**config.mk**
```make
export PLATFORM = sky130hd
export DESIGN_NAME = mdrt_merge
export DESIGN_NICKNAME = d
export VERILOG_FILES = /design/src/rtl/core/mdrt_pkg.sv /design/src/rtl/core/mdrt_merge.sv
export SDC_FILE = /design/constraint.sdc
export NUM_CORES = 1
export LEC_CHECK = 0
export ABC_AREA = 1
export BUFFER_PORTS_ARGS = -buffer_cell sky130_fd_sc_hd__buf_2
export CAP_MARGIN = 0
export CORE_UTILIZATION = 43
export DETAILED_ROUTE_END_ITERATION = 8
export PLACE_DENSITY = 0.8
export SKIP_LAST_GASP = 1
export SLEW_MARGIN = 20
export SYNTH_ARGS = -nofsm -noshare
export SYNTH_HDL_FRONTEND = slang
export SYNTH_SLANG_ARGS = --single-unit
```
**constraint.sdc**
```tcl
create_clock -name vclk -period 3.4
set_input_delay 0.51 -clock vclk [all_inputs]
set_output_delay 0.51 -clock vclk [all_outputs]
set_load 0.05 [all_outputs]
```
**src/rtl/core/mdrt_pkg.sv**
```systemverilog
// Shared types, widths and codes for the microtile dirty region tracker.
`timescale 1ns / 1ps

package mdrt_pkg;

   // default grid geometry
   localparam int TILE_SHIFT_DEF = 5;
   localparam int MAX_COLS_DEF   = 32;
   localparam int MAX_ROWS_DEF   = 32;

   // surface size registers and clipped coordinates
   localparam int COORD_W = 11;
   localparam logic [COORD_W-1:0] WIDTH_RESET  = 11'd640;
   localparam logic [COORD_W-1:0] HEIGHT_RESET = 11'd480;

   // command codes
   localparam logic [1:0] CMD_ADD   = 2'd0;
   localparam logic [1:0] CMD_READ  = 2'd1;
   localparam logic [1:0] CMD_CLEAR = 2'd2;

   // register indexes
   localparam int CSR_IDX_W = 2;
   localparam logic [CSR_IDX_W-1:0] CSR_WIDTH  = 2'd0;
   localparam logic [CSR_IDX_W-1:0] CSR_HEIGHT = 2'd1;

   // result field widths
   localparam int BOX_POS_W = 10;
   localparam int BOX_LEN_W = 6;

   typedef struct packed {
      logic [1:0]         cmd;
      logic signed [15:0] rect_x;
      logic signed [15:0] rect_y;
      logic [15:0]        rect_w;
      logic [15:0]        rect_h;
      logic [4:0]         tile_row;
      logic [4:0]         tile_col;
   } req_type;

   typedef struct packed {
      logic                 tile_dirty;
      logic [BOX_POS_W-1:0] box_x;
      logic [BOX_POS_W-1:0] box_y;
      logic [BOX_LEN_W-1:0] box_w;
      logic [BOX_LEN_W-1:0] box_h;
   } rsp_type;

   // rectangle after clipping, end exclusive
   typedef struct packed {
      logic               empty;
      logic [COORD_W-1:0] x0;
      logic [COORD_W-1:0] y0;
      logic [COORD_W-1:0] x1;
      logic [COORD_W-1:0] y1;
   } clip_type;

   typedef enum logic [2:0] {
      ST_SWEEP,
      ST_IDLE,
      ST_ADD_SETUP,
      ST_ADD_RD,
      ST_ADD_WR,
      ST_READ_WAIT
   } state_type;

endpackage

```
**src/rtl/core/mdrt_merge.sv**
```systemverilog
// Overlap of the clipped rectangle with one tile, merged into the old box.
`timescale 1ns / 1ps

module mdrt_merge #(
   parameter int TILE_SHIFT = 5,
   parameter int COL_W      = 5,
   parameter int ROW_W      = 5
) (
   input  mdrt_pkg::clip_type         clip,
   input  logic [ROW_W-1:0]           row,
   input  logic [COL_W-1:0]           col,
   input  logic [4*(TILE_SHIFT+1)-1:0] old_box,
   output logic [4*(TILE_SHIFT+1)-1:0] new_box
);
   import mdrt_pkg::*;

   localparam int OFF_W  = TILE_SHIFT + 1;
   localparam int TILE   = 1 << TILE_SHIFT;
   localparam int GRID_W = ((COL_W > ROW_W) ? COL_W : ROW_W) + TILE_SHIFT;
   localparam int W      = ((COORD_W > GRID_W) ? COORD_W : GRID_W) + 1;

   logic [W-1:0]     tx, ty, x0, y0, x1, y1;
   logic [OFF_W-1:0] a0, b0, a1, b1, o0, p0, o1, p1;

   always_comb begin
      tx = W'(col) << TILE_SHIFT;
      ty = W'(row) << TILE_SHIFT;
      x0 = W'(clip.x0);
      y0 = W'(clip.y0);
      x1 = W'(clip.x1);
      y1 = W'(clip.y1);

      a0 = (x0 > tx) ? OFF_W'(x0 - tx) : '0;
      b0 = (y0 > ty) ? OFF_W'(y0 - ty) : '0;
      a1 = (x1 < tx + W'(TILE)) ? OFF_W'(x1 - tx) : OFF_W'(TILE);
      b1 = (y1 < ty + W'(TILE)) ? OFF_W'(y1 - ty) : OFF_W'(TILE);

      o0 = old_box[4*OFF_W-1 -: OFF_W];
      p0 = old_box[3*OFF_W-1 -: OFF_W];
      o1 = old_box[2*OFF_W-1 -: OFF_W];
      p1 = old_box[OFF_W-1:0];

      // a clean tile takes the overlap as it stands
      if (old_box != '0) begin
         if (o0 < a0) a0 = o0;
         if (p0 < b0) b0 = p0;
         if (o1 > a1) a1 = o1;
         if (p1 > b1) b1 = p1;
      end

      new_box = {a0, b0, a1, b1};
   end

endmodule

```
==> results of run 1 <==
[logic make-up after synthesis]
logic type	after synthesis	synth area share
AOI/OAI and AO/OA	32	0.122
xor gates and xnor gates	6	0.0281
adders and majority gates	46	0.308
buffers and inverters	62	0.131
and+or+nand+nor	183	0.411
[metrics by stage]
stage                util  setup TNS [ns]  instance area (um^2)  setup WS (ns)  hold WS (ns)
CTS                 0.844           -2.37                  3450         -0.232          1.39
detailed placement  0.736           -6.48                  3010         -0.497          1.45
global placement    0.736           -4.57                  3010         -0.376          1.45
floorplan               -          -0.219                  2160        -0.0495          1.17
[per-layer routing]
metal,global-route usage,GRT overflow
met5,0.0375,0
met4,0.714,12
met3,0.470,0
met2,0.874,4
met1,0.679,0
[timing repair]
| item | CTS |
|---|---|
| resized for setup | 95 |
| hold buffers | 0 |
| pin swaps | 35 |
| setup buffers | 11 |
| gates cloned | 1 |
| endpoints found under the setup margin | 24 |
==> flow_summary_export.csv, run 1 <==
group,metric,value,unit
timing,timing.grt.repair.worst_endpoint,"new_box[0]",
placed_design,place.detailed.hpwl,4.89,mm
yosys,syn_inst,329,
run_status,flow.stopped_at,"global routing",
timing,worst_ep_type,"top-level output",
run_status,run_status,"did not finish",
floorplan,die-height,67.9,um
floorplan,row_count,23,
floorplan,boundaryPins,103,
floorplan,initial_utilization,0.457,
yosys,synthTopCellsByCount,"sky130_fd_sc_hd__nand2_1, sky130_fd_sc_hd__inv_1, sky130_fd_sc_hd__nor2_1",
grt,pin_count_of_the_biggest_net_entering_global_routing,9,
grt,grtUsageTotal,0.677,
yosys,post-synth-top-count-cell,"sky130_fd_sc_hd__nand2_1",
yosys,proportion_of_netlist_area_held_by_the_largest_area_contributor,0.308,
yosys,yosysTopAreaCell,"sky130_fd_sc_hd__ha_1",
yosys,yosys.cell_types.count,24,
placed_design,place_congestion,0.860,
floorplan,die_x,67.9,um
run_status,error_message,"[ERROR GRT-0232] Routing congestion too high. Check the congestion heatmap in the GUI.",
yosys,syn_area,1870,um^2
yosys,synth_fp_nets,454,
yosys,post_synthesis_mean_instance_area,5.67,um^2
placed_design,placed_cells_incl_taps,515,
placed_design,port-buffer-count,102,
grt,grt_overflow_total,16,
yosys,synthesis.yosys.warnings,0,
yosys,synth.area.top_cells,"sky130_fd_sc_hd__ha_1, sky130_fd_sc_hd__nand2_1, sky130_fd_sc_hd__inv_1",
yosys,fraction_of_the_yosys_area_taken_by_sequential_cells,0,
==> run 2: changes to the inputs <==
--- a/config.mk
+++ b/config.mk
@@ -8,9 +8,9 @@
 export ABC_AREA = 1
 export BUFFER_PORTS_ARGS = -buffer_cell sky130_fd_sc_hd__buf_2
 export CAP_MARGIN = 0
-export CORE_UTILIZATION = 43
+export CORE_UTILIZATION = 40
 export DETAILED_ROUTE_END_ITERATION = 8
-export PLACE_DENSITY = 0.8
+export PLACE_DENSITY_LB_ADDON = 0.15
 export SKIP_LAST_GASP = 1
 export SLEW_MARGIN = 20
 export SYNTH_ARGS = -nofsm -noshare
==> constraint.sdc (replaced) <==
create_clock -name vclk -period 4.4
set_input_delay 0.66 -clock vclk [all_inputs]
set_output_delay 0.66 -clock vclk [all_outputs]
set_load 0.05 [all_outputs]
==> flow_summary_export.csv, run 2 <==
group,metric,value,unit
placed_design,port-buffer-count,102,
layout,final_core_util,0.562,
yosys,main_combinational_cell_family_by_area_after_synthesis,"simple AND/OR/NAND/NOR gates",
layout,design.seq.count,0,
setup_path,worst_path_max_delay_cell,"sky130_fd_sc_hd__ha_1",
timing,relSlewSlack,0.585,
setup_path,category_of_the_critical_setup_timing_path,"in -> out",
routing,drt_wl_total,4.58,mm
setup_path,cp_slowest_stage_delay,0.30,ns
setup_path,end_kind,"output pin",
floorplan,die_x,70.3,um
layout,seq_area,0,um^2
grt,globalRouteMet3Util,0.0115,
floorplan,row_count,24,
grt,pin_count_of_the_biggest_net_entering_global_routing,13,
layout,layout.clock_buffers,0,
setup_path,critical_path.cell_chain,"buf_2 > ha_1 > nand3_1 > xor2_1 > ha_1 > nand4_1 > o21bai_1 > nand3_1 > inv_2 > nand2_1 > ha_1 > nand2_2 > nor2_4 > o21ai_1 > o211ai_2 > nand2_2 > a31oi_4 > buf_12 > nand2_2 > o21ai_2 > buf_2",
floorplan,boundaryPins,103,
timing,finalSetupViolations,0,
hold_path,worstHoldPathType,"in -> out",
grt,global_route.usage.met1,0.248,
yosys,post_synthesis_mean_instance_area,5.67,um^2
timing,timing.final.crit_period,4.14,ns
layout,diodes,0,
routing,route.detailed.vias_per_inst,4.61,
placed_design,placed_cell_area,2450,um^2
placed_design,place.detailed.hpwl,4.17,mm
grt,met2_usage,0.330,
yosys,yosysTopAreaCell,"sky130_fd_sc_hd__ha_1",
setup_path,endpoint_required_time_on_the_critical_path,3.74,ns
yosys,synth_fp_nets,454,
floorplan,initial_utilization,0.423,
timing,tightestPinTransition,0.618,ns
yosys,proportion_of_netlist_area_held_by_the_largest_area_contributor,0.308,
grt,top_usage_layer,"met2",
setup_path,buf_inv_on_cp,4,
timing,timing.final.crit_share,0.942,
yosys,synth_area_in_simple_gates,0.411,
setup_path,timing.critical_path.max_delay_family,"adder cells",
run_status,run_status,"complete, no violations",
grt,grt_overflow_total,0,
yosys,post_synth_xor_area_fraction,0.0282,
setup_path,critical_path_source_type,"input port",
layout,final_cell_mix,"sky130_fd_sc_hd__buf_2, sky130_fd_sc_hd__nand2_1, sky130_fd_sc_hd__inv_1",
layout,final_design_area_no_fill,2480,um^2
placed_design,pre_cts_ws,0.0736,ns
yosys,post-synth-top-count-cell,"sky130_fd_sc_hd__nand2_1",
routing,ant_nets,0,
yosys,synth.area.mux_share,0,
yosys,synth-compound-area-share,0.122,
yosys,yosys.cell_types.count,24,
layout,area.growth.synth_to_final,32.9,%
layout,layout.nets,561,
grt,grt_pass1_wl,7.93,mm
timing,clock.fmax,241,MHz
grt,number_of_antenna_violations_at_the_first_check_in_global_routing,0,
routing,wl_per_cell,9.43,um
timing,fin_setup_tns,0,ns
timing,finalWorstSetupSlack,0.255,ns
layout,layout.cells.most_common,"sky130_fd_sc_hd__buf_2",
floorplan,die-height,70.3,um
floorplan,coreArea,4410,um^2
power,power.static_leakage,0.00157,uW
yosys,synthesis.yosys.warnings,0,
routing,drt_first_iter_violations,51,
timing,timing_hold_violations_final,0,
yosys,synthTopCellsByCount,"sky130_fd_sc_hd__nand2_1, sky130_fd_sc_hd__inv_1, sky130_fd_sc_hd__nor2_1",
routing,detailedRoute.firstPassIterationCount,4,
yosys,syn_area,1870,um^2
job,maxCapViolations,0,
yosys,fraction_of_the_yosys_area_taken_by_sequential_cells,0,
grt,grtUsageTotal,0.183,
setup_path,worst-path-max-fanout,12,
layout,drive_gt1_frac,0.290,
yosys,synth-adder-area-share,0.308,
yosys,synth.area.top_cells,"sky130_fd_sc_hd__ha_1, sky130_fd_sc_hd__nand2_1, sky130_fd_sc_hd__inv_1",
grt,grt_pass1_vias,2003,
floorplan,floorplan.die_area,4940,um^2
routing,post-route-drc-count,0,
placed_design,place_congestion,0.827,
setup_path,worst_ep_arrival_time,3.48,ns
routing,route.vias.total,2240,
power,vdd_ir_drop_max,0.130,mV
power,power_per_cell_area,201,nW/um^2
yosys,syn_inst,329,
timing,drv_slew,0,
-- run 2: cell counts after synthesis --
Identical to the previous run, type by type.
-- run 2: final timing paths --
kind	start	to	slack, ns	cells past startpoint
hold / removal	old_box[5]	new_box[5]	1.73	4
setup / recovery	row[0]	new_box[4]	0.26	21
-- run 2: repair_timing --
item | CTS | global route
buffers inserted | 0 | 1
hold buffers | 0 | 0
resized for setup | 0 | 5
setup endpoints to repair | 0 | 6
-- run 2: report_power, final --
group / total [uW] / switching, uW / internal (uW)
logic: 498 / 334 / 164
registers: 0 / 0 / 0
clock network: 0 / 0 / 0
-- run 2: metrics by stage --
step	std cells	hold slack [ns]	total power (uW)
detailed placement	485	1.74	487
CTS	485	1.74	489
finish	486	1.73	498
global route	486	1.76	552
floorplan	329	1.53	361
global placement	485	1.74	481
-- run 2: metal layers --
layer | vias up | wire length (um)
met5 | - | 0
met4 | 0 | 27
met3 | 4 | 227
met2 | 65 | 2190
met1 | 914 | 2140
li1 | 1257 | -
-- run 2: logic make-up (layout without fill, tap and decap cells) --
group,count (synthesis),after routing
and+or+nand+nor,183,183
buffers and inverters,62,167
adders and majority gates,46,46
AOI/OAI and AO/OA,32,32
xor gates and xnor gates,6,6
-- run 2: final cells by class --
class / instances / area [um^2]
Tap cell: 52 / 65.1
Multi-Input combinational cell: 267 / 1620
Fill cell: 479 / 1930
Timing Repair Buffer: 107 / 568
Inverter: 60 / 225
No activity file was read; power rests on OpenSTA's default activity.
