--- src/rtl/core/mdrt_pkg.sv ---
// Shared types, widths and codes for the microtile dirty region tracker.
`timescale 1ns / 1ps

package mdrt_pkg;

   // default grid geometry
   localparam int TILE_SHIFT_DEF = 5;
   localparam int MAX_COLS_DEF   = 32;
   localparam int MAX_ROWS_DEF   = 32;

   // surface size registers and clipped coordinates
   localparam int COORD_W = 11;
   localparam logic [COORD_W-1:0] WIDTH_RESET  = 11'd640;
   localparam logic [COORD_W-1:0] HEIGHT_RESET = 11'd480;

   // command codes
   localparam logic [1:0] CMD_ADD   = 2'd0;
   localparam logic [1:0] CMD_READ  = 2'd1;
   localparam logic [1:0] CMD_CLEAR = 2'd2;

   // register indexes
   localparam int CSR_IDX_W = 2;
   localparam logic [CSR_IDX_W-1:0] CSR_WIDTH  = 2'd0;
   localparam logic [CSR_IDX_W-1:0] CSR_HEIGHT = 2'd1;

   // result field widths
   localparam int BOX_POS_W = 10;
   localparam int BOX_LEN_W = 6;

   typedef struct packed {
      logic [1:0]         cmd;
      logic signed [15:0] rect_x;
      logic signed [15:0] rect_y;
      logic [15:0]        rect_w;
      logic [15:0]        rect_h;
      logic [4:0]         tile_row;
      logic [4:0]         tile_col;
   } req_type;

   typedef struct packed {
      logic                 tile_dirty;
      logic [BOX_POS_W-1:0] box_x;
      logic [BOX_POS_W-1:0] box_y;
      logic [BOX_LEN_W-1:0] box_w;
      logic [BOX_LEN_W-1:0] box_h;
   } rsp_type;

   // rectangle after clipping, end exclusive
   typedef struct packed {
      logic               empty;
      logic [COORD_W-1:0] x0;
      logic [COORD_W-1:0] y0;
      logic [COORD_W-1:0] x1;
      logic [COORD_W-1:0] y1;
   } clip_type;

   typedef enum logic [2:0] {
      ST_SWEEP,
      ST_IDLE,
      ST_ADD_SETUP,
      ST_ADD_RD,
      ST_ADD_WR,
      ST_READ_WAIT
   } state_type;

endpackage

--- src/rtl/core/mdrt_clip.sv ---
// Clips an add rectangle against the effective surface, registered.
`timescale 1ns / 1ps

module mdrt_clip (
   input  logic                           clock,
   input  logic                           load,
   input  mdrt_pkg::req_type              req,
   input  logic [mdrt_pkg::COORD_W-1:0]   eff_w,
   input  logic [mdrt_pkg::COORD_W-1:0]   eff_h,
   output mdrt_pkg::clip_type             clip
);
   import mdrt_pkg::*;

   logic signed [17:0] xs, ys, ws, hs, xe, ye, lim_x, lim_y;
   logic signed [17:0] x0c, y0c, x1c, y1c;
   clip_type           clip_ff, clip_in;

   always_comb begin
      xs    = 18'(req.rect_x);
      ys    = 18'(req.rect_y);
      ws    = signed'({2'b00, req.rect_w});
      hs    = signed'({2'b00, req.rect_h});
      xe    = xs + ws;
      ye    = ys + hs;
      lim_x = signed'({7'd0, eff_w});
      lim_y = signed'({7'd0, eff_h});
      x0c   = xs[17] ? 18'sd0 : xs;
      y0c   = ys[17] ? 18'sd0 : ys;
      x1c   = (xe > lim_x) ? lim_x : xe;
      y1c   = (ye > lim_y) ? lim_y : ye;

      // once non-empty all four lie within the surface
      clip_in.empty = (req.rect_w == 16'd0) || (req.rect_h == 16'd0) ||
                      (x0c >= x1c) || (y0c >= y1c);
      clip_in.x0 = x0c[COORD_W-1:0];
      clip_in.y0 = y0c[COORD_W-1:0];
      clip_in.x1 = x1c[COORD_W-1:0];
      clip_in.y1 = y1c[COORD_W-1:0];
   end

   always_ff @(posedge clock) begin
      if (load) begin
         clip_ff <= clip_in;
      end
   end

   assign clip = clip_ff;

endmodule

--- config.mk ---
export PLATFORM = sky130hd
export DESIGN_NAME = mdrt_clip
export DESIGN_NICKNAME = d
export VERILOG_FILES = /design/src/rtl/core/mdrt_pkg.sv /design/src/rtl/core/mdrt_clip.sv
export SDC_FILE = /design/constraint.sdc
export NUM_CORES = 1
export LEC_CHECK = 0
export BUFFER_PORTS_ARGS = -buffer_cell sky130_fd_sc_hd__buf_4
export CAP_MARGIN = 20
export CORE_MARGIN = 2
export CORE_UTILIZATION = 55
export DETAILED_ROUTE_END_ITERATION = 6
export PLACE_DENSITY = 0.82
export SYNTH_ARGS = -nofsm -noshare
export SYNTH_HDL_FRONTEND = slang
export SYNTH_SLANG_ARGS = --single-unit
--- constraint.sdc ---
create_clock -name clock -period 6.85 [get_ports clock]
set_input_delay 1.0275 -clock clock [delete_from_list [all_inputs] [get_ports clock]]
set_output_delay 1.0275 -clock clock [all_outputs]
set_load 0.005 [all_outputs]
==> results of run 1 <==
## worst max-delay path by stage
stage            start  endpoint  cells past startpoint
3_3_place_gp   req[26]  clip[44]                     29
3_5_place_dp   req[26]  clip[44]                     29
6_report       req[26]  clip[44]                     28
5_1_grt        req[26]  clip[44]                     29
2_1_floorplan  req[26]  clip[44]                     28
4_1_cts        req[30]  clip[44]                     27
## area by class of cell
class / instances / area share
multi-input cells: 516 / 0.5716
repair buffers: 155 / 0.1717
inverters: 44 / 0.02386
clock buffers: 5 / 0.009942
clock inverters: 3 / 0.003615
flip-flops and latches: 45 / 0.1952
well taps: 133 / 0.02404
## where the power goes
group,internal [mW],switching [mW],total [mW]
clock,0.0739,0.105,0.179
combinational,0.314,0.370,0.684
sequential,0.346,0.0101,0.356
total,0.733,0.485,1.22
## synth_stat cells (8+ instances only)
cell type  number
o41ai_1        10
a21oi_1        33
mux2_2         11
xor2_1         11
nand3_1        13
xnor2_1        16
edfxtp_1       45
inv_1          44
o21ai_0        30
ha_1           86
a21o_1         22
nand4_1        13
clkbuf_1       15
nor3_1         16
nand2_1        35
mux2i_1        11
a211oi_1       11
nor2_1         37
a31oi_1         8
nor4_1         17
nor2b_1        34
## metrics by stage
stage | hold slack (ps) | total power [mW]
CTS | 1033 | 1.199
global route | 1044 | 1.289
detailed placement | 1356 | 1.021
floorplan | 1140 | 0.7637
global placement | 1352 | 0.9958
finish | 1045 | 1.218
## timing repair
action	CTS	global route
resized for setup	0	5
setup buffers	0	1
endpoints found under the setup margin	0	1
## cell families after synthesis
logic type	Yosys count	synth area share
XOR/XNOR	27	0.04267
multiplexers	22	0.04222
flip-flops	45	0.2438
adder cells (fa/ha/maj)	88	0.2014
buffers and inverters	65	0.04719
AND/OR/NAND/NOR	198	0.1912
AO/OA/AOI/OAI	181	0.2314
## per-layer routing
layer  global-route usage  routed length, microns
met3              0.03759                    1341
met5                    0                       0
met2               0.4785                    7498
met1               0.4383                    7655
met4              0.08205                     467
==> qor.csv, run 1 <==
stage,metric,value,unit
status,status,finished clean,
floorplanning,die_y,104.4,microns
layout,largest_reg_flops,45,
power,power.density,175.9,nW/um^2
clocking,hold_buffers,0,
sta,tightestPinTransition,944.7,ps
worst_setup_path,start_kind,input pin,
layout,final_area,6922,sq um
synth,yosys.area.top_type,edfxtp_1,
worst_hold_path,hp-start,req[58],
global_routing,grt_pass1_vias,5319,
place,gp_congestion,1.043,
detailed_routing,via_per_inst,6.249,
synth,synth_top_flop_cell,edfxtp_1,
detailed_routing,dr.pass1.iters,5,
layout,layout_commonest_cell,buf_4,
floorplanning,start_util,0.5669,
synth,synth_cell_types,67,
clocking,clock_sinks,45,
clocking,h-tree-depth,2,
worst_setup_path,crit_type,in2reg,
worst_setup_path,cp.buffers_inverters,4,
detailed_routing,drtAntennaViolNets,0,
synth,synth_cells,626,
worst_hold_path,holdPathEnd,clip[33],
synth,syn_nets,814,
global_routing,antenna_found_initial,0,
synth,synth_area,5542,sq um
clocking,cts_root_buffer,clkbuf_8,
worst_hold_path,min_path_cells,3,
worst_setup_path,cp_slowest_cell,or4_1,
layout,utilization,0.7081,
place,placed_cell_area,6798,sq um
synth,ys_ff_latch,45,
worst_setup_path,crit_required,6910,ps
place,port_buffers,132,
layout,drive_gt1_frac,0.2539,
clocking,cts_inserted_buffers,5,
global_routing,track_usage,0.3036,
clocking,cts_tree,yes,
layout,multiInputGateArea,3956,sq um
sta,final.min_clock_period,6585,ps
power,irDropWorstVdd,0.09558,mV
worst_setup_path,end_kind,flop,
worst_hold_path,min_path_type,in2reg,
place,dpl.hpwl,13.77,mm
floorplanning,ios,145,
floorplanning,die_area,10890,sq um
detailed_routing,drt_iter0_drc,453,
detailed_routing,drc,0,
layout,area.sequential,1351,sq um
sta,max_freq,0.1519,GHz
floorplanning,die_w,104.4,microns
clocking,clk_path_buf_depth,2,
sta,timing.slew.headroom,0.3689,
run,drv_cap,0,
floorplanning,rows,36,
floorplanning,coreArea,9774,sq um
detailed_routing,vias,5630,
layout,layout.cells.non_filler,901,
global_routing,grt.overflow.total,0,
layout,area_growth,24.90,%
detailed_routing,routedWlPerCell,18.83,microns
synth,async_flop_share,0,
worst_setup_path,worst_ep_arrival_time,6640,ps
global_routing,grt_pass1_wl,26.76,mm
worst_setup_path,path_delay_family,compound AO/OA/AOI/OAI gates,
worst_setup_path,critical-path-max-stage-delay,530,ps
detailed_routing,routed_wl,16.96,mm
sta,finalSetupViolCount,0,
layout,final_nets,955,
sta,setup_ws,265.0,ps
worst_setup_path,cp_max_fo,9,
power,power_leakage,3.174,nW
synth,synth_top_cells_by_area,"edfxtp_1 24%, ha_1 19%, nor2b_1 3.8%",
global_routing,grt_max_degree,53,
synth,synth_area_per_cell,8.852,sq um
synth,synth_seq_area_share,0.2438,
clocking,cts.reportedPaths.clkPinSlew,100,ps
synth,synth-edff-count,45,
place,dp.cells,892,
sta,period_share,0.9613,
sta,hold_violations,0,
place,place_ws,20.92,ps
synth,yosysTopAreaCellShare,0.2438,
synth,yosysWarnings,0,
sta,drv_slew,0,
layout,n_fill_cell,750,
sta,setup_tns,0,ps
layout,antenna_cells,0,
worst_setup_path,critPathMostFrequentCell,ha_1,
layout,final_cell_mix,"153 x buf_4, 86 x ha_1, 45 x edfxtp_1",
(Power assumes the default switching activity.)
==> run 2: changes to the inputs <==
--- a/config.mk
+++ b/config.mk
@@ -7,8 +7,9 @@
 export LEC_CHECK = 0
 export BUFFER_PORTS_ARGS = -buffer_cell sky130_fd_sc_hd__buf_4
 export CAP_MARGIN = 20
-export CORE_MARGIN = 2
+export CORE_MARGIN = 8
 export CORE_UTILIZATION = 55
+export CTS_CLUSTER_SIZE = 24
 export DETAILED_ROUTE_END_ITERATION = 6
 export PLACE_DENSITY = 0.82
 export SYNTH_ARGS = -nofsm -noshare
==> run 2 against run 1 <==
Compared with the run above:
- die area grew 24%
- design area grew 3.1%
- worst setup slack gained 5.3 ps
- total power grew 2.9%
- sequential power is essentially flat
- maximum frequency is essentially flat
- largest cell class unchanged
- largest power group unchanged
==> qor.csv, run 2 (same netlist as run 1, synthesis figures left out) <==
stage,metric,value,unit,change
clocking,cts_tree,yes,,
layout,area_growth,28.74,%,
worst_setup_path,start_kind,input pin,,
place,dpl.hpwl,15.39,mm,+12%
layout,layout_commonest_cell,buf_4,,
status,status,finished clean,,
power,power_frac_comb,0.574,,+0.013
floorplanning,start_util,0.5669,,unchanged
place,port_buffers,132,,unchanged
power,irDropWorstVdd,0.09923,mV,+3.8%
detailed_routing,routedWlPerCell,20.04,microns,+6.4%
sta,finalSetupViolCount,0,,unchanged
floorplanning,rows,36,,unchanged
sta,tightestPinTransition,722.6,ps,-222.1 ps
clocking,cts_root_buffer,clkbuf_8,,
worst_setup_path,critPathLaunch,req[30],,
worst_setup_path,crit_required,6900,ps,about the same
power,power_leakage,3.297,nW,+3.9%
place,placed_cell_area,6978,sq um,+2.7%
place,place_ws,-197.6,ps,-218.5 ps
worst_setup_path,worst_ep_arrival_time,6630,ps,about the same
global_routing,grt_pass1_wl,28.72,mm,+7.3%
place,gp_congestion,1.008,,-3.3%
detailed_routing,vias,5842,,+3.8%
sta,hold_violations,0,,unchanged
global_routing,antenna_found_initial,0,,unchanged
clocking,cts_inserted_buffers,5,,unchanged
detailed_routing,drt_iter0_drc,530,,+17%
place,dp.cells,916,,+2.7%
detailed_routing,dr.pass1.iters,6,,+1
layout,n_fill_cell,715,,-4.7%
detailed_routing,drtAntennaViolNets,0,,unchanged
global_routing,grt.overflow.total,0,,unchanged
floorplanning,die_y,116.4,microns,+11%
floorplanning,die_w,116.4,microns,+11%
power,power.share.clock,0.141,,-0.006
power,p_seq_frac,0.285,,-0.007
sta,timing.slew.headroom,0.5156,,+0.1468
power,power_switching_share,0.3940,,-0.003969
power,switching_power,493.9,uW,+1.9%
sta,drv_slew,0,,unchanged
worst_setup_path,crit_type,in2reg,,
clocking,clk_path_buf_depth,2,,unchanged
layout,largest_reg_flops,45,,unchanged
layout,final_nets,981,,+2.7%
sta,max_freq,0.1520,GHz,about the same
global_routing,track_usage,0.2704,,-0.03322
worst_setup_path,cp_max_fo,10,,+1
layout,layout.cells.non_filler,927,,+2.9%
clocking,cts.reportedPaths.clkPinSlew,100,ps,about the same
worst_hold_path,hp-start,req[58],,
layout,drive_gt1_frac,0.2821,,+0.02821
sta,final.min_clock_period,6580,ps,-5.304 ps
power,power.density,175.7,nW/um^2,-0.14%
worst_setup_path,end_kind,flop,,
layout,antenna_cells,0,,unchanged
power,internal-power,759.6,uW,+3.6%
clocking,clock_sinks,45,,unchanged
sta,period_share,0.9605,,about the same
detailed_routing,routed_wl,18.57,mm,+9.5%
power,p_total,1.254,mW,+2.9%
global_routing,grt_pass1_vias,5605,,+5.4%
layout,final_area,7134,sq um,+3.1%
worst_hold_path,min_path_type,in2reg,,
detailed_routing,via_per_inst,6.302,,+0.86%
clocking,h-tree-depth,2,,unchanged
run,drv_cap,0,,unchanged
detailed_routing,drc,0,,unchanged
floorplanning,ios,145,,unchanged
floorplanning,coreArea,9774,sq um,unchanged
global_routing,grt_max_degree,53,,unchanged
sta,setup_ws,270.3,ps,+5.304 ps
sta,setup_tns,0,ps,unchanged
floorplanning,die_area,13540,sq um,+24%
layout,final_cell_mix,"179 x buf_4, 86 x ha_1, 45 x edfxtp_1",,
run 2: changes by cell type in the layout (fill, tap and decap cells not counted), sizes merged:
cell	before	now
buf	155	181
run 2: area by class of cell:
class | count | area, sq um | share of cell area
multi-input cells | 516 | 3974 | 0.5570
clock inverters | 3 | 25.02 | 0.003508
well taps | 133 | 166.4 | 0.02333
clock buffers | 5 | 68.82 | 0.009646
flip-flops and latches | 45 | 1351 | 0.1894
inverters | 44 | 165.2 | 0.02315
repair buffers | 181 | 1384 | 0.1940
run 2: power by group through the flow:
stage	Clock, mW	Combinational [mW]	Sequential, mW
after CTS	0.179	0.695	0.357
final	0.177	0.720	0.357
after detailed placement	0	0.692	0.363
after floorplan	0	0.399	0.365
after global placement	0	0.670	0.362
after global routing	0.190	0.785	0.360
run 2: metrics by stage:
stage,util,hold slack [ps]
6_report,0.7299,1042
5_1_grt,0.7299,1038
4_1_cts,0.7235,1029
3_5_place_dp,0.7139,1350
3_3_place_gp,0.7139,1351
2_1_floorplan,-,1140
run 2: final timing paths:
check	cells past startpoint	slack, ps	endpoint
hold / removal	3	1040	clip[33]
setup / recovery	28	270	clip[44]
run 2: timing repair:
action,in CTS,in global routing
buffers inserted,0,3
hold buffers,0,0
endpoints found under the hold margin,0,0
endpoints found under the setup margin,0,1
resized for setup,0,7
run 2: per-layer routing:
metal  track usage  wire (microns)  vias to the layer above
met5             0               0                        -
met4       0.07692             342                        0
met3       0.05895            1828                       25
met2        0.4149            8327                      331
met1        0.3720            8074                     2744
li1              -               -                     2742
run 2: worst max-delay path, cell delays in order:
cell	delay, ps
buf_4	120
ha_1	330
a21o_1	210
a31o_2	230
o21ai_0	280
a21oi_1	110
nor2_1	120
xnor2_1	260
ha_1	340
a211oi_1	250
nor2_1	80
nor3_1	130
o211ai_1	110
o211ai_1	180
nand4b_1	130
or4_1	530
o21bai_2	210
buf_12	180
buf_12	110
mux2i_1	210
ha_1	270
nand4_1	150
nor2_1	70
a211oi_1	220
o21ai_0	150
a221o_1	370
a21oi_1	140
nand4b_1	100
==> run 3: changes to the inputs <==
--- a/config.mk
+++ b/config.mk
@@ -7,8 +7,10 @@
 export LEC_CHECK = 0
 export BUFFER_PORTS_ARGS = -buffer_cell sky130_fd_sc_hd__buf_4
 export CAP_MARGIN = 20
+export CELL_PAD_IN_SITES_DETAIL_PLACEMENT = 0
+export CELL_PAD_IN_SITES_GLOBAL_PLACEMENT = 1
 export CORE_MARGIN = 8
-export CORE_UTILIZATION = 55
+export CORE_UTILIZATION = 41
 export CTS_CLUSTER_SIZE = 24
 export DETAILED_ROUTE_END_ITERATION = 6
 export PLACE_DENSITY = 0.82
==> run 3 against run 2 <==
Compared with the run above:
- total power is 5.9% higher
- critical path type unchanged
- critical path depth is 2 lower
- sequential share of layout area is 0.24 points lower
- maximum frequency is 0.46% higher
- first-iteration DRC count is 30% lower
- critical endpoint unchanged
- highest routed layer unchanged
- design area is 1.3% higher
- via count is 2.7% lower
- non-clock buffer count is 4 lower
==> qor.csv, run 3 (same netlist as run 1, synthesis figures left out) <==
stage,metric,value,unit,change
place,port_buffers,132,,unchanged
worst_setup_path,crit_type,in2reg,,
power,power_leakage,3.312,nW,+0.45%
sta,setup_ws,300.7,ps,+30.41 ps
layout,drive_gt1_frac,0.2797,,-0.002369
sta,hold_violations,0,,unchanged
detailed_routing,via_per_inst,5.886,,-6.6%
floorplanning,die_y,132.3,microns,+14%
place,gp_congestion,0.9389,,-6.9%
sta,finalSetupViolCount,0,,unchanged
global_routing,grt_max_degree,53,,unchanged
layout,layout.cells.non_filler,966,,+4.2%
status,status,finished clean,,
clocking,cts_root_buffer,clkbuf_16,,
floorplanning,coreArea,13240,sq um,+35%
worst_setup_path,end_kind,flop,,
layout,antenna_cells,0,,unchanged
clocking,cts_setup_buffers,0,,unchanged
clocking,cts_inserted_buffers,5,,unchanged
sta,final.min_clock_period,6549,ps,-30.41 ps
floorplanning,ios,145,,unchanged
power,p_total,1.327,mW,+5.9%
clocking,cts.reportedPaths.clkPinSlew,70,ps,-30 ps
worst_setup_path,crit_required,6860,ps,-40 ps
place,place_ws,-29.82,ps,+167.8 ps
clocking,ctsResizeCount,0,,unchanged
detailed_routing,routedWlPerCell,19.28,microns,-3.8%
place,dp.cells,958,,+4.6%
run,drv_cap,0,,unchanged
detailed_routing,vias,5686,,-2.7%
worst_setup_path,start_kind,input pin,,
worst_setup_path,cp_max_fo,16,,+6
clocking,h-tree-depth,2,,unchanged
floorplanning,die_area,17490,sq um,+29%
layout,largest_reg_flops,45,,unchanged
place,dpl.hpwl,15.25,mm,-0.96%
layout,final_cell_mix,"174 x buf_4, 86 x ha_1, 45 x edfxtp_1",,
sta,period_share,0.9561,,-0.004440
floorplanning,start_util,0.4185,,-0.1485
worst_hold_path,min_path_type,in2reg,,
clocking,cts_tree,yes,,
global_routing,antenna_found_initial,0,,unchanged
power,irDropWorstVdd,0.09927,mV,about the same
worst_setup_path,worst_ep_arrival_time,6560,ps,-70 ps
detailed_routing,drt_iter0_drc,369,,-30%
sta,setup_tns,0,ps,unchanged
layout,area_growth,30.39,%,
global_routing,grt_pass1_wl,29.34,mm,+2.2%
power,power.density,183.7,nW/um^2,+4.6%
layout,layout_commonest_cell,buf_4,,
detailed_routing,drc,0,,unchanged
detailed_routing,drtAntennaViolNets,0,,unchanged
global_routing,grt_pass1_vias,5636,,+0.55%
detailed_routing,routed_wl,18.63,mm,+0.30%
sta,max_freq,0.1527,GHz,+0.46%
clocking,hold_buffers,0,,unchanged
global_routing,track_usage,0.2053,,-0.06506
clocking,clk_path_buf_depth,2,,unchanged
global_routing,grt.overflow.total,0,,unchanged
sta,drv_slew,0,,unchanged
layout,final_nets,977,,-0.41%
floorplanning,die_w,132.3,microns,+14%
layout,n_fill_cell,1241,,+74%
sta,tightestPinTransition,1129,ps,+406.2 ps
floorplanning,rows,42,,+17%
detailed_routing,dr.pass1.iters,5,,-1
sta,timing.slew.headroom,0.2420,,-0.2736
clocking,clock_sinks,45,,unchanged
## run 3: worst paths after layout
kind  startpoint  endpoint  slack (ps)  cells past startpoint
max      req[12]  clip[44]         300                     26
min      req[58]  clip[33]        1050                      3
## run 3: critical path, stage by stage
cell and delay, ps:
buf_4 130, ha_1 340, o21ai_0 350, o21ai_1 170
a21oi_1 210, o21a_1 160, xor2_1 310, inv_1 120
ha_1 300, and4_1 240, nand3_1 80, o21ai_0 90
a211oi_1 250, buf_4 170, o22ai_1 60, a2111o_1 400
buf_12 190, o41ai_1 340, o22ai_1 160, o311ai_1 170
ha_1 330, nand4_1 150, o41ai_1 90, or4_1 470
a21oi_1 140, nand4b_1 100
## run 3: layout make-up
cell class	instances	area, sq um	area share
Inverter	44	165.2	0.02286
Clock inverter	2	15.01	0.002078
Sequential cell	45	1351	0.1870
Clock buffer	6	128.9	0.01784
Timing Repair Buffer	177	1358	0.1879
Tap cell	176	220.2	0.03048
Multi-Input combinational cell	516	3988	0.5519
## run 3: power by group
part	switching (mW)	total [mW]	internal, mW	leakage, nW
registers	0.0110	0.357	0.346	0.437
clock network	0.114	0.250	0.136	0.0631
logic	0.380	0.720	0.340	2.81
total	0.506	1.33	0.822	3.31
## run 3: through the flow
| step | util | hold WS [ps] | instance area [sq um] |
|---|---|---|---|
| 2_1_floorplan | - | 1140 | 5542 |
| 5_1_grt | 0.5456 | 1053 | 7226 |
| 4_1_cts | 0.5413 | 1043 | 7168 |
| 3_3_place_gp | 0.5304 | 1349 | 7024 |
| 3_5_place_dp | 0.5304 | 1346 | 7024 |
| 6_report | 0.5456 | 1047 | 7226 |
## run 3: per-layer routing
metal / track usage / routed length (microns) / up-vias
met2: 0.3272 / 8428 / 200
met1: 0.2800 / 8673 / 2724
met4: 0.06498 / 449 / 0
li1: - / - / 2733
met5: 0 / 0 / -
met3: 0.02820 / 1077 / 29
